==> src/rgbhsv_pkg.sv <==
// Shared widths and types for the RGB to HSV pixel converter.
// No dependencies; imported by the core and its checker.
package rgbhsv_pkg;

   localparam int PIX_W      = 8;               // channel and result width
   localparam int QUO_W      = 8;               // quotient bits, one per divide stage
   localparam int SAT_DEND_W = 2 * PIX_W;       // 255*M fits in 16 bits
   localparam int HUE_NUM_W  = 11;              // hue numerator, 0..1529
   localparam int HUE_DIV_W  = 11;              // 6*c, up to 1530
   localparam int HUE_DEND_W = HUE_NUM_W + PIX_W; // 255*num

   typedef enum logic [1:0] {
      SECT_RED,
      SECT_GREEN,
      SECT_BLUE
   } sector_type;

endpackage

==> src/rgb_to_hsv_pixel_core.sv <==
// RGB to HSV pixel converter core: max/min, sector select, and two
// pipelined restoring dividers. Depends on rgbhsv_pkg.
//
// Takes one 8-bit RGB pixel per clock and returns 8-bit hue, saturation and
// value with exact truncating integer division. The pipeline has one
// stage for max/min, one for chroma and hue numerator, one for the x255
// scaling, and eight restoring divide stages (one quotient bit each) that
// run the saturation and hue divisions side by side. The whole pipeline
// moves when the output register is empty or being taken, so throughput is
// one pixel per clock whenever rsp_ready is held high; a stall freezes all
// stages in place.
module rgb_to_hsv_pixel_core (
   input  logic                          clock,
   input  logic                          reset,
   input  logic                          req_valid,
   output logic                          req_ready,
   input  logic [rgbhsv_pkg::PIX_W-1:0]  req_red,
   input  logic [rgbhsv_pkg::PIX_W-1:0]  req_green,
   input  logic [rgbhsv_pkg::PIX_W-1:0]  req_blue,
   output logic                          rsp_valid,
   input  logic                          rsp_ready,
   output logic [rgbhsv_pkg::PIX_W-1:0]  rsp_hue,
   output logic [rgbhsv_pkg::PIX_W-1:0]  rsp_saturation,
   output logic [rgbhsv_pkg::PIX_W-1:0]  rsp_value
);
   import rgbhsv_pkg::*;

   logic advance;

   // stage A: max, min, sector
   logic             a_valid_ff;
   logic [PIX_W-1:0] a_red_ff, a_green_ff, a_blue_ff, a_max_ff, a_min_ff;
   sector_type       a_sect_ff;
   logic [PIX_W-1:0] a_max_in, a_min_in;
   sector_type       a_sect_in;

   // stage B: chroma, hue numerator
   logic                 b_valid_ff;
   logic [PIX_W-1:0]     b_max_ff, b_chroma_ff;
   logic [HUE_NUM_W-1:0] b_num_ff;
   logic [PIX_W-1:0]     b_chroma_in;
   logic [HUE_NUM_W-1:0] b_num_in;
   logic [HUE_DIV_W-1:0] b_six_c;
   logic signed [HUE_NUM_W:0] num_s;

   // divide pipeline, index 0 is the scaling stage
   logic                  vld_ff      [0:QUO_W];
   logic [PIX_W-1:0]      val_ff      [0:QUO_W];
   logic                  sat_zero_ff [0:QUO_W];
   logic                  hue_zero_ff [0:QUO_W];
   logic [SAT_DEND_W-1:0] srem_ff     [0:QUO_W];
   logic [PIX_W-1:0]      sdiv_ff     [0:QUO_W];
   logic [QUO_W-1:0]      squo_ff     [0:QUO_W];
   logic [HUE_DEND_W-1:0] hrem_ff     [0:QUO_W];
   logic [HUE_DIV_W-1:0]  hdiv_ff     [0:QUO_W];
   logic [QUO_W-1:0]      hquo_ff     [0:QUO_W];

   assign advance   = ~vld_ff[QUO_W] | rsp_ready;
   assign req_ready = advance;

   // ---------------- stage A ----------------
   always_comb begin
      a_max_in = req_red;
      a_min_in = req_red;
      if (req_green > a_max_in) a_max_in = req_green;
      if (req_blue  > a_max_in) a_max_in = req_blue;
      if (req_green < a_min_in) a_min_in = req_green;
      if (req_blue  < a_min_in) a_min_in = req_blue;
      // ties: blue over green over red
      if (req_blue == a_max_in)       a_sect_in = SECT_BLUE;
      else if (req_green == a_max_in) a_sect_in = SECT_GREEN;
      else                            a_sect_in = SECT_RED;
   end

   always_ff @(posedge clock) begin
      if (reset) begin
         a_valid_ff <= 1'b0;
      end else if (advance) begin
         a_valid_ff <= req_valid;
      end
      if (advance) begin
         a_red_ff   <= req_red;
         a_green_ff <= req_green;
         a_blue_ff  <= req_blue;
         a_max_ff   <= a_max_in;
         a_min_ff   <= a_min_in;
         a_sect_ff  <= a_sect_in;
      end
   end

   // ---------------- stage B ----------------
   always_comb begin
      b_chroma_in = a_max_ff - a_min_ff;
      b_six_c     = {1'b0, b_chroma_in, 2'b00} + {2'b00, b_chroma_in, 1'b0};
      unique case (a_sect_ff)
         SECT_BLUE: begin
            num_s = $signed({2'b00, b_chroma_in, 2'b00})
                  + $signed({4'b0000, a_red_ff}) - $signed({4'b0000, a_green_ff});
         end
         SECT_GREEN: begin
            num_s = $signed({3'b000, b_chroma_in, 1'b0})
                  + $signed({4'b0000, a_blue_ff}) - $signed({4'b0000, a_red_ff});
         end
         default: begin
            num_s = $signed({4'b0000, a_green_ff}) - $signed({4'b0000, a_blue_ff});
            // red sector wraps a negative numerator by one full turn
            if (num_s < 0) num_s = num_s + $signed({1'b0, b_six_c});
         end
      endcase
      b_num_in = num_s[HUE_NUM_W-1:0];
   end

   always_ff @(posedge clock) begin
      if (reset) begin
         b_valid_ff <= 1'b0;
      end else if (advance) begin
         b_valid_ff <= a_valid_ff;
      end
      if (advance) begin
         b_max_ff    <= a_max_ff;
         b_chroma_ff <= b_chroma_in;
         b_num_ff    <= b_num_in;
      end
   end

   // ---------------- scaling stage ----------------
   always_ff @(posedge clock) begin
      if (reset) begin
         vld_ff[0] <= 1'b0;
      end else if (advance) begin
         vld_ff[0] <= b_valid_ff;
      end
      if (advance) begin
         val_ff[0]      <= b_max_ff;
         sat_zero_ff[0] <= (b_max_ff == '0);
         hue_zero_ff[0] <= (b_chroma_ff == '0);
         srem_ff[0]     <= {b_chroma_ff, {PIX_W{1'b0}}} - {{PIX_W{1'b0}}, b_chroma_ff};
         sdiv_ff[0]     <= b_max_ff;
         squo_ff[0]     <= '0;
         hrem_ff[0]     <= {b_num_ff, {PIX_W{1'b0}}} - {{PIX_W{1'b0}}, b_num_ff};
         hdiv_ff[0]     <= {1'b0, b_chroma_ff, 2'b00} + {2'b00, b_chroma_ff, 1'b0};
         hquo_ff[0]     <= '0;
      end
   end

   // ---------------- restoring divide, one quotient bit per stage ----------------
   for (genvar k = 1; k <= QUO_W; k++) begin : g_div
      localparam int SH = QUO_W - k;
      logic [SAT_DEND_W-1:0] s_shift;
      logic [HUE_DEND_W-1:0] h_shift;
      logic                  s_ge, h_ge;

      assign s_shift = SAT_DEND_W'(sdiv_ff[k-1]) << SH;
      assign h_shift = HUE_DEND_W'(hdiv_ff[k-1]) << SH;
      assign s_ge    = srem_ff[k-1] >= s_shift;
      assign h_ge    = hrem_ff[k-1] >= h_shift;

      always_ff @(posedge clock) begin
         if (reset) begin
            vld_ff[k] <= 1'b0;
         end else if (advance) begin
            vld_ff[k] <= vld_ff[k-1];
         end
         if (advance) begin
            val_ff[k]      <= val_ff[k-1];
            sat_zero_ff[k] <= sat_zero_ff[k-1];
            hue_zero_ff[k] <= hue_zero_ff[k-1];
            sdiv_ff[k]     <= sdiv_ff[k-1];
            hdiv_ff[k]     <= hdiv_ff[k-1];
            srem_ff[k]     <= s_ge ? srem_ff[k-1] - s_shift : srem_ff[k-1];
            hrem_ff[k]     <= h_ge ? hrem_ff[k-1] - h_shift : hrem_ff[k-1];
            squo_ff[k]     <= {squo_ff[k-1][QUO_W-2:0], s_ge};
            hquo_ff[k]     <= {hquo_ff[k-1][QUO_W-2:0], h_ge};
         end
      end
   end

   // black pixel: zero divisor, grey pixel: no hue
   assign rsp_valid      = vld_ff[QUO_W];
   assign rsp_value      = val_ff[QUO_W];
   assign rsp_saturation = sat_zero_ff[QUO_W] ? '0 : squo_ff[QUO_W];
   assign rsp_hue        = hue_zero_ff[QUO_W] ? '0 : hquo_ff[QUO_W];

endmodule

==> config.mk <==
export PLATFORM = sky130hd
export DESIGN_NAME = rgb_to_hsv_pixel_core
export DESIGN_NICKNAME = d
export VERILOG_FILES = /design/src/rgbhsv_pkg.sv /design/src/rgb_to_hsv_pixel_core.sv
export SDC_FILE = /design/constraint.sdc
export NUM_CORES = 1
export LEC_CHECK = 0
export ABC_AREA = 1
export BUFFER_PORTS_ARGS = -buffer_cell sky130_fd_sc_hd__buf_2
export CAP_MARGIN = 10
export CORE_UTILIZATION = 50
export CTS_CLUSTER_SIZE = 30
export DETAILED_ROUTE_END_ITERATION = 8
export PLACE_DENSITY = 0.66
export SLEW_MARGIN = 10
export SYNTH_ARGS = -nofsm -noshare
export SYNTH_HDL_FRONTEND = slang
export SYNTH_SLANG_ARGS = --single-unit
==> constraint.sdc <==
create_clock -name clock -period 43.4 [get_ports clock]
set_input_delay 4.34 -clock clock [delete_from_list [all_inputs] [get_ports clock]]
set_output_delay 4.34 -clock clock [all_outputs]
set_load 0.1 [all_outputs]
==> flow_summary.json <==
{
  "start_kind": "input port",
  "grt_use_total_pct": 18.0,
  "fp.dieArea_um2": 63500,
  "finalCritPeriodShare_pct": 22.7,
  "worstSetupEndpoint": "req_ready",
  "dpl.hpwl_um": 42100,
  "cp.required_ns": 39.06,
  "fillers": 5203,
  "synth.avg_cell_area_um2": 10.8,
  "grt_max_degree": 180,
  "dr.first_iter.drc_count": 1127,
  "clock_latency_ns": 0.62,
  "finalSetupTns_ns": 0,
  "finalSetupViolCount": 0,
  "std_cell_rows": 91,
  "fin_area_um2": 34500,
  "yosysSeqAreaShare_pct": 56.4,
  "drive_gt1_share_pct": 6.10,
  "io_buffers": 53,
  "ant_nets": 0,
  "slew_headroom_pct": 34.5,
  "vias_per_cell": 5.13,
  "grt_pass1_wl_um": 93700,
  "route.detailed.drc": 0,
  "min_period_ns": 9.84,
  "h-tree-depth": 2,
  "cts_max_path_buffers": 3,
  "diodes": 0,
  "ys_warn_count": 0,
  "synth_top_cell_by_area": "edfxtp_1",
  "hold_viol_final": 0,
  "gr-total-overflow": 0,
  "cts_sinks": 587,
  "syn_inst": 2878,
  "end_kind": "output pin",
  "grt_pass1_vias": 20200,
  "io_pins": 54,
  "fin_skew_ns": 0.0236,
  "clock-root-buffer": "clkbuf_16",
  "place_area_um2": 32500,
  "rsz0062_at_grt": "no",
  "first_pass_iters": 5,
  "fmax_mhz": 102,
  "die_w_um": 252,
  "timing.hold.ws_ns": 0.396,
  "startpoint": "rsp_ready",
  "critPathArrivalTime_ns": 5.50,
  "final_cell_mix": "585 x edfxtp_1, 466 x inv_1, 417 x nand2_1",
  "synth_area_leaders": "edfxtp_1 56%, ha_1 9.4%, inv_1 5.6%, nand2_1 5.0%, xor2_1 3.3%",
  "cts_tree": "yes",
  "design.core.area_um2": 61700,
  "totalWireLength_um": 55800,
  "routedWlPerCell_um": 14.5,
  "synthDominantCellAreaShare_pct": 56.3,
  "r2r_slack_ns": 38.55,
  "place_congestion": 0.884,
  "run_status": "completed",
  "worst_pin_slew_ns": 0.983,
  "cts_setup_buffers": 0,
  "cts_made_buffers": 61,
  "synth_fp_nets": 3182,
  "die_height_um": 252,
  "vias": 19800,
  "critPathMaxFanout": 74,
  "hp-class": "reg2reg",
  "rr_worst_depth": 20,
  "start_util_pct": 50.6,
  "final_nets": 3273,
  "syn-cell-area_um2": 31200,
  "post_cts_hold_buffer_count": 0,
  "synth_edf_count": 585,
  "maxCapViolCount": 0,
  "yosysUniqueCellTypes": 58,
  "r2r-end": "b_num_ff[10]$_DFFE_PN_",
  "clkTransAtPathRegs_ns": 0.06,
  "final_common_cell": "edfxtp_1",
  "cts-resized-gates": 0,
  "area_delta_synth_final_pct": 10.5,
  "synthFlopType": "edfxtp_1",
  "synthArstFlopShare_pct": 0,
  "antenna_found_initial": 0,
  "slew_viol_final": 0,
  "crit_type": "in2out",
  "ys_ff_latch": 587,
  "r2r_start": "a_max_ff[0]$_DFFE_PN_"
}
==> area by class of cell <==
class                      count  area, um^2  share of cell area (%)
clock buffer                  80        1660                    4.81
sequential                   587       17600                    51.0
tap                          837        1050                    3.04
inverter                     474        1790                    5.18
clock inverter                32         383                    1.11
timing repair buffer          61         338                   0.979
multi-input combinational   1784       11700                    33.9
==> kinds of logic (layout without fill, tap and decap cells) <==
kind of cell               after synthesis  count (layout)  share of synthesized area, %
DFF                                    587             587                          56.4
buffers and inverters                  507             647                          6.20
and+or+nand+nor                        866             866                          12.1
adders and majority gates              276             276                          12.0
muxes                                    2               2                        0.0681
xor gates and xnor gates               186             186                          5.22
AOI/OAI and AO/OA                      454             454                          8.01
==> cell usage after synthesis (all sizes together) (11+ instances only) <==
library cell,n
nand2,424
nor4,23
xnor2,67
a21o,11
a21oi,199
o21ai,171
clkbuf,23
edfxtp,585
nor3,29
nand4,30
xor2,119
nand3,105
nor2,223
fa,41
ha,235
inv,471
==> worst min-delay path by stage <==
stage                                            from  depth (start not counted)                     endpoint  slack (ns)
after floorplan               hquo_ff[0][8]$_DFFE_PN_                          0     hquo_ff[0][17]$_DFFE_PN_        0.40
after detailed placement     hquo_ff[0][44]$_DFFE_PN_                          0     hquo_ff[0][53]$_DFFE_PN_        0.40
after global routing         hquo_ff[0][61]$_DFFE_PN_                          0     hquo_ff[0][70]$_DFFE_PN_        0.41
after CTS                 hue_zero_ff[1][0]$_DFFE_PN_                          0  hue_zero_ff[1][1]$_DFFE_PN_        0.40
after global placement    hue_zero_ff[1][3]$_DFFE_PN_                          0  hue_zero_ff[2][0]$_DFFE_PN_        0.40
final                     hue_zero_ff[1][0]$_DFFE_PN_                          0  hue_zero_ff[1][1]$_DFFE_PN_        0.40
==> stage by stage <==
stage	instances	setup WS, ns	utilization [%]
2_1_floorplan	2878	23.01	-
3_3_place_gp	3743	33.54	52.6
3_5_place_dp	3743	33.55	52.6
4_1_cts	3855	33.55	55.9
5_1_grt	3855	33.47	55.9
6_report	3855	33.56	55.9
==> routing by layer <==
metal / track usage (%) / routed length (um) / share of wire [%]
met1: 20.2 / 22500 / 40
met2: 34.4 / 29600 / 53
met3: 2.58 / 1840 / 3.3
met4: 6.72 / 1860 / 3.3
met5: 0 / 0 / 0
==> worst max-delay path, stage by stage <==
cell    delay [ns]
buf_2         0.07
nor2_1        0.09
inv_8         0.36
buf_2         0.55
==> sequential cells by signal (all words and copies together) (netlist names), 9 cells and up <==
register	flops
vld_ff	9
val_ff	38
hdiv_ff	67
hrem_ff	152
hquo_ff	36
sdiv_ff	34
srem_ff	126
sat_zero_ff	9
squo_ff	36
b_num_ff	11
hue_zero_ff	9
Power is left out: the tool's default activity adds up to more than one toggle a clock period on the data nets, which glitch-free logic cannot reach.
